[src/hw/rtl/pcr_pkg.sv]
// Shared widths, types and helper functions for the particle contact resolver.
package pcr_pkg;

    function automatic int imax(input int a, input int b);
        return (a > b) ? a : b;
    endfunction

    function automatic int imin(input int a, input int b);
        return (a < b) ? a : b;
    endfunction

    localparam int CW            = 16;
    localparam int FB            = 8;
    localparam int NF            = CW - 2;
    localparam int VW            = 3 * CW;
    localparam int RST_W         = 9;
    localparam int RS_SHIFT      = 8;
    localparam int TOT_W         = CW + 1;
    localparam int DPROD_W       = 2 * CW + 1;
    localparam int SEP_SUM_W     = DPROD_W + 2;
    localparam int SEP_W         = SEP_SUM_W - NF;
    localparam int NPROD_W       = SEP_W + RST_W;
    localparam int NEWSEP_W      = NPROD_W - RS_SHIFT;
    localparam int DELTA_W       = imax(NEWSEP_W, SEP_W) + 1;
    localparam int PN_W          = 2 * CW - 1;
    localparam int DIV_W         = imax(DELTA_W + FB, PN_W);
    localparam int GA_RAW_W      = DIV_W + CW;
    localparam int GA_W          = GA_RAW_W - FB;
    localparam int GAIN_LIM_BITS = 40;
    localparam int GCL_W         = imin(GA_W, GAIN_LIM_BITS + 1);
    localparam int GAX_W         = imax(GA_W, GAIN_LIM_BITS + 1);
    localparam int VPW           = GCL_W + 1 + CW;
    localparam int PPW           = 2 * CW;
    localparam int SAT_W         = imax(VPW, PPW) - NF + 1;
    localparam int MOVE_W        = CW - 1;

    localparam logic [GAX_W-1:0] GAIN_LIMIT = GAX_W'(64'd1 << GAIN_LIM_BITS);
    localparam logic signed [SAT_W-1:0] COMP_MAX = SAT_W'((1 << (CW - 1)) - 1);
    localparam logic signed [SAT_W-1:0] COMP_MIN = SAT_W'(-(1 << (CW - 1)));

    // Operands that ride alongside the divider.
    typedef struct packed {
        logic [VW-1:0] va;
        logic [VW-1:0] vb;
        logic [VW-1:0] pa;
        logic [VW-1:0] pb;
        logic [VW-1:0] nrm;
        logic [CW-1:0] ia;
        logic [CW-1:0] ib;
        logic [CW-1:0] pen;
        logic          vel_ch;
        logic          pos_ch;
    } side_t;

    typedef struct packed {
        logic [VW-1:0] nva;
        logic [VW-1:0] nvb;
        logic [VW-1:0] npa;
        logic [VW-1:0] npb;
        logic          vel_ch;
        logic          pos_ch;
        logic          sat;
    } result_t;

    typedef struct packed {
        logic [CW-1:0] v;
        logic          clip;
    } clip_t;

    function automatic clip_t clip_comp(input logic signed [SAT_W-1:0] x);
        clip_t r;
        if (x > COMP_MAX) begin
            r.v    = COMP_MAX[CW-1:0];
            r.clip = 1'b1;
        end else if (x < COMP_MIN) begin
            r.v    = COMP_MIN[CW-1:0];
            r.clip = 1'b1;
        end else begin
            r.v    = x[CW-1:0];
            r.clip = 1'b0;
        end
        return r;
    endfunction

endpackage

[src/hw/rtl/pcr_front.sv]
// Front stages: separating velocity, step conditions and divider operands.
module pcr_front import pcr_pkg::*; (
    input  logic             clk,
    input  logic             rst_n,
    input  logic             en,
    input  logic             in_valid,
    input  logic [VW-1:0]    velocity_a,
    input  logic [VW-1:0]    velocity_b,
    input  logic [VW-1:0]    position_a,
    input  logic [VW-1:0]    position_b,
    input  logic [VW-1:0]    contact_normal,
    input  logic [CW-1:0]    inv_mass_a,
    input  logic [CW-1:0]    inv_mass_b,
    input  logic [CW-1:0]    penetration,
    input  logic [RST_W-1:0] restitution,
    output logic             out_valid,
    output side_t            out_side,
    output logic [DIV_W-1:0] num_vel,
    output logic [DIV_W-1:0] num_pos,
    output logic [TOT_W-1:0] den
);

    logic s1_valid_reg, s2_valid_reg, s3_valid_reg;

    side_t                     s1_side_reg, s2_side_reg, s3_side_reg;
    logic signed [DPROD_W-1:0] s1_dprod_reg [3];
    logic [TOT_W-1:0]          s1_total_reg, s2_total_reg, s3_total_reg;
    logic                      s1_penpos_reg;
    logic [PN_W-1:0]           s1_pn_reg, s2_pn_reg;
    logic [SEP_W-1:0]          s2_negsep_reg;
    logic [DIV_W-1:0]          s3_numv_reg, s3_nump_reg;

    // Stage 1 logic.
    side_t                     side_in;
    logic signed [CW:0]        diff [3];
    logic signed [DPROD_W-1:0] dprod [3];
    logic [TOT_W-1:0]          total;
    logic                      pen_pos;
    logic [PN_W-1:0]           pn;

    always_comb begin
        side_in        = '0;
        side_in.va     = velocity_a;
        side_in.vb     = velocity_b;
        side_in.pa     = position_a;
        side_in.pb     = position_b;
        side_in.nrm    = contact_normal;
        side_in.ia     = inv_mass_a;
        side_in.ib     = inv_mass_b;
        side_in.pen    = penetration;
        for (int i = 0; i < 3; i++) begin
            diff[i]  = $signed({velocity_a[i*CW + CW - 1], velocity_a[i*CW +: CW]})
                     - $signed({velocity_b[i*CW + CW - 1], velocity_b[i*CW +: CW]});
            dprod[i] = DPROD_W'(diff[i] * $signed(contact_normal[i*CW +: CW]));
        end
        total   = TOT_W'(inv_mass_a) + TOT_W'(inv_mass_b);
        pen_pos = !penetration[CW-1] && (penetration != '0);
        pn      = PN_W'(penetration[CW-2:0]) * PN_W'(inv_mass_a);
    end

    // Stage 2 logic.
    logic signed [SEP_SUM_W-1:0] sep_sum;
    logic signed [SEP_SUM_W-1:0] sep_full;
    logic [SEP_W-1:0]            sep;
    logic                        sep_le0;
    side_t                       side2;

    always_comb begin
        sep_sum = SEP_SUM_W'(s1_dprod_reg[0]) + SEP_SUM_W'(s1_dprod_reg[1])
                + SEP_SUM_W'(s1_dprod_reg[2]);
        sep_full = sep_sum >>> NF;
        sep      = SEP_W'(sep_full);
        sep_le0  = sep[SEP_W-1] || (sep == '0);
        side2        = s1_side_reg;
        side2.vel_ch = sep_le0 && (s1_total_reg != '0);
        side2.pos_ch = s1_penpos_reg && (s1_total_reg != '0);
    end

    // Stage 3 logic: impulse numerator.
    logic [NPROD_W-1:0]  nprod;
    logic [NEWSEP_W-1:0] newsep;
    logic [DELTA_W-1:0]  delta;

    always_comb begin
        nprod  = NPROD_W'(s2_negsep_reg) * NPROD_W'(restitution);
        newsep = NEWSEP_W'(nprod >> RS_SHIFT);
        delta  = DELTA_W'(newsep) + DELTA_W'(s2_negsep_reg);
    end

    always_ff @(posedge clk or negedge rst_n)
    begin
        if (!rst_n)
        begin
            s1_valid_reg <= 1'b0;
            s2_valid_reg <= 1'b0;
            s3_valid_reg <= 1'b0;
        end else if (en)
        begin
            s1_valid_reg <= in_valid;
            s2_valid_reg <= s1_valid_reg;
            s3_valid_reg <= s2_valid_reg;
        end
    end

    always_ff @(posedge clk)
    begin
        if (en)
        begin
            s1_side_reg   <= side_in;
            s1_dprod_reg  <= dprod;
            s1_total_reg  <= total;
            s1_penpos_reg <= pen_pos;
            s1_pn_reg     <= pn;

            s2_side_reg   <= side2;
            s2_total_reg  <= s1_total_reg;
            s2_pn_reg     <= s1_pn_reg;
            s2_negsep_reg <= SEP_W'(-sep);

            s3_side_reg   <= s2_side_reg;
            s3_total_reg  <= s2_total_reg;
            s3_numv_reg   <= DIV_W'(delta) << FB;
            s3_nump_reg   <= DIV_W'(s2_pn_reg);
        end
    end

    assign out_valid = s3_valid_reg;
    assign out_side  = s3_side_reg;
    assign num_vel   = s3_numv_reg;
    assign num_pos   = s3_nump_reg;
    assign den       = s3_total_reg;

endmodule

[config.mk]
export PLATFORM = sky130hd
export DESIGN_NAME = pcr_front
export DESIGN_NICKNAME = d
export VERILOG_FILES = /design/src/hw/rtl/pcr_pkg.sv /design/src/hw/rtl/pcr_front.sv
export SDC_FILE = /design/constraint.sdc
export NUM_CORES = 2
export LEC_CHECK = 0
export BUFFER_PORTS_ARGS = -buffer_cell sky130_fd_sc_hd__buf_2
export CAP_MARGIN = 25
export CORE_UTILIZATION = 57
export CTS_BUF_LIST = sky130_fd_sc_hd__clkbuf_8
export DETAILED_ROUTE_END_ITERATION = 6
export PLACE_DENSITY = 0.79
export SYNTH_ARGS = -nofsm -noshare
export SYNTH_HDL_FRONTEND = slang
export SYNTH_SLANG_ARGS = --single-unit
export TNS_END_PERCENT = 10
[constraint.sdc]
create_clock -name clk -period 21.4 [get_ports clk]
set_clock_uncertainty 0.2 [all_clocks]
set_input_delay 3.21 -clock clk [delete_from_list [all_inputs] [get_ports clk]]
set_output_delay 3.21 -clock clk [all_outputs]
set_load 0.005 [all_outputs]
==> out/metrics.cfg <==
[place]
io_buffers=662
place_congestion=0.889
pre_cts_slack_ps=8820
place_inst=9364
hpwl_mm=142

[synth]
synthFlopType=edfxtp_1
synthCells=6923
yosys_warnings=0
synth_edf_count=1156
syn_avg_cell_area_um2=12.3
synth_cell_types=92
ys_async_sr_fraction_pct=0.259
synth_top_cell_by_area=edfxtp_1
synthTopCellsByArea=edfxtp_1 41%, fa_1 28%, ha_1 7.5%
ys_seq_area_share_pct=40.9
synth_seq_cells=1159
synth_top_cell_area_share_pct=40.8
netlist_area_um2=85100

[route]
viasPerCell=5.40
firstDrtPassIters=6
first_iter_violations=3300
wl_per_cell_um=19.1
dr_total_vias=52400
wirelength_mm=185
remaining_drc_errors=0
drtAntennaViolNets=0

[floorplanning]
die_y_um=388
die_area_um2=151000
core_um2=148000
die_x_um=388
start_util_pct=57.5
ioPinCount=671
std_cell_rows=141

[timing]
relSlewSlack_pct=30.2
rsz0062_at_grt=no
hold_viol_final=0
finalWorstSetupSlack_ps=9490
setup_viol=0
fin_setup_tns_ps=0
maxSlewViolCount=0
fin_crit_sh_pct=55.7
fin_crit_ps=11910
timing.fmax_ghz=0.0839
max_slew.worst_pin.slew_ps=1040

[global_route]
grt_max_degree=200
grt_pass1_wl_mm=298
overflow=0
antenna_found_initial=22
grt_pass1_vias=56600
track_usage_pct=25.3

[critical_path]
regToRegSetupSlack_ps=13670
crit_top_cell=fa_1
required_ps=21810
arrival_ps=12330
timing.rr.end=num_vel[29]$_DFFE_PP_
cp_slowest_stage_delay_ps=840
crit_buf_inv=5
reg2regPathDepth=27
cp_max_fo=8
r2r-start=s2_negsep_reg[11]$_DFFE_PP_
cp_top_family=compound AO/OA/AOI/OAI gates
worstSetupStartpointType=primary input
endpoint_kind=register
cpMaxStageDelayCell=o21ai_0
critPathKind=in2reg

[cells_and_area]
final_common_cell=inv_1
mostFrequentLayoutCells=1383 x inv_1, 1178 x fa_1, 1156 x edfxtp_1
num-nets-final=9611
area_growth_pct=10.6
drive_above_1_share_pct=12.8
finalNonFillerCells=9714

[run]
cap_violations=0

[cts]
clockBufferDepth=3
ctsResizeCount=0
numCtsBuffers=183
cts_setup_buffers=0
cts_max_level=4
root_buffer=clkbuf_8
hold_buffers=0
cts.sinks=1159
insertion_delay_ps=890
cts_tree=done
clkSlewWorstSetupHoldPaths_ps=60

[min_path]
holdCritStartpoint=s1_side_reg[217]$_DFFE_PP_
holdPathStages=0
hold_end=s2_side_reg[217]$_DFFE_PP_
hold_path_class=reg2reg

[status]
outcome=complete, no violations

worst max path at each step:
| stage | from | cells past startpoint | to |
|---|---|---|---|
| after detailed placement | velocity_b[33] | 35 | s1_dprod_reg[31]$_DFFE_PP_ |
| after global routing | velocity_b[33] | 35 | s1_dprod_reg[31]$_DFFE_PP_ |
| after CTS | velocity_b[33] | 35 | s1_dprod_reg[31]$_DFFE_PP_ |
| after floorplan | velocity_a[32] | 36 | s1_dprod_reg[31]$_DFFE_PP_ |
| final | velocity_b[33] | 35 | s1_dprod_reg[31]$_DFFE_PP_ |
| after global placement | velocity_a[0] | 37 | s1_dprod_reg[97]$_DFFE_PP_ |
stage by stage:
step / util (%) / hold WS, ps / cell area (µm²)
final: 63.5 / 195 / 94100
after global routing: 63.5 / 196 / 94100
after CTS: 63.5 / 193 / 94000
after detailed placement: 61.1 / 205 / 90500
after global placement: 61.1 / 200 / 90400
after floorplan: - / 200 / 85100
logic make-up (layout without fill, tap and decap cells):
group,Yosys count,after routing,share of synthesized area (%)
XOR/XNOR,239,239,2.47
buffers and inverters,1539,2377,6.87
flip-flops,1159,1159,40.9
other,1,24,0.00441
AND/OR/NAND/NOR,1753,1753,10.2
multiplexers,9,9,0.118
adder cells (fa/ha/maj),1690,1690,35.3
AO/OA/AOI/OAI,533,533,4.20
worst reg2reg max path, stage by stage (launching register included):
cell and delay (ps):
edfxtp_1 660, nand2_1 160, fa_1 560, inv_1 50, fa_1 500, inv_1 60
fa_1 540, inv_1 50, fa_1 440, ha_1 340, a21o_1 180, a21o_1 180
a21o_1 210, and3_1 180, a311o_1 360, o41a_1 450, a21oi_1 270, o21bai_1 100
xor2_1 150, ha_1 240, or3_1 370, o21ai_0 80, a21oi_1 110, a211o_1 330
a21o_1 200, a21oi_1 220, o21ai_0 140, xor2_1 160
synthesized netlist by cell type (all sizes together) (13+ instances only):
cell,n
o211ai,15
buf,18
a211oi,17
a21o,65
ha,512
o21bai,27
a21oi,143
nand2,718
nor4,13
inv,1329
nor2b,103
nor3,49
a21boi,21
or3,26
o21a,28
a31oi,13
and2,466
and3,36
nand2b,40
clkbuf,192
fa,1178
nor2,195
nand3,61
edfxtp,1156
o21ai,110
xnor2,183
xor2,56
cell type report:
class                   count  area (µm²)
diodes                     16        40.0
multi-input cells        4232       44500
flip-flops and latches   1159       34800
inverters                1329        4990
repair buffers            715        3770
clock buffers             184        2530
well taps                1930        2410
clock inverters           149        1000
fillers                 10900       54000
routing by layer:
layer / vias up / wire length, µm / GRT usage, %
li1: 23600 / - / -
met1: 26500 / 70600 / 31.1
met2: 1918 / 95500 / 44.2
met3: 417 / 12200 / 4.55
met4: 16 / 7030 / 10.2
met5: - / 126 / 0
Power is left out: the tool's default activity adds up to more than one toggle a clock period on the data nets, which glitch-free logic cannot reach.
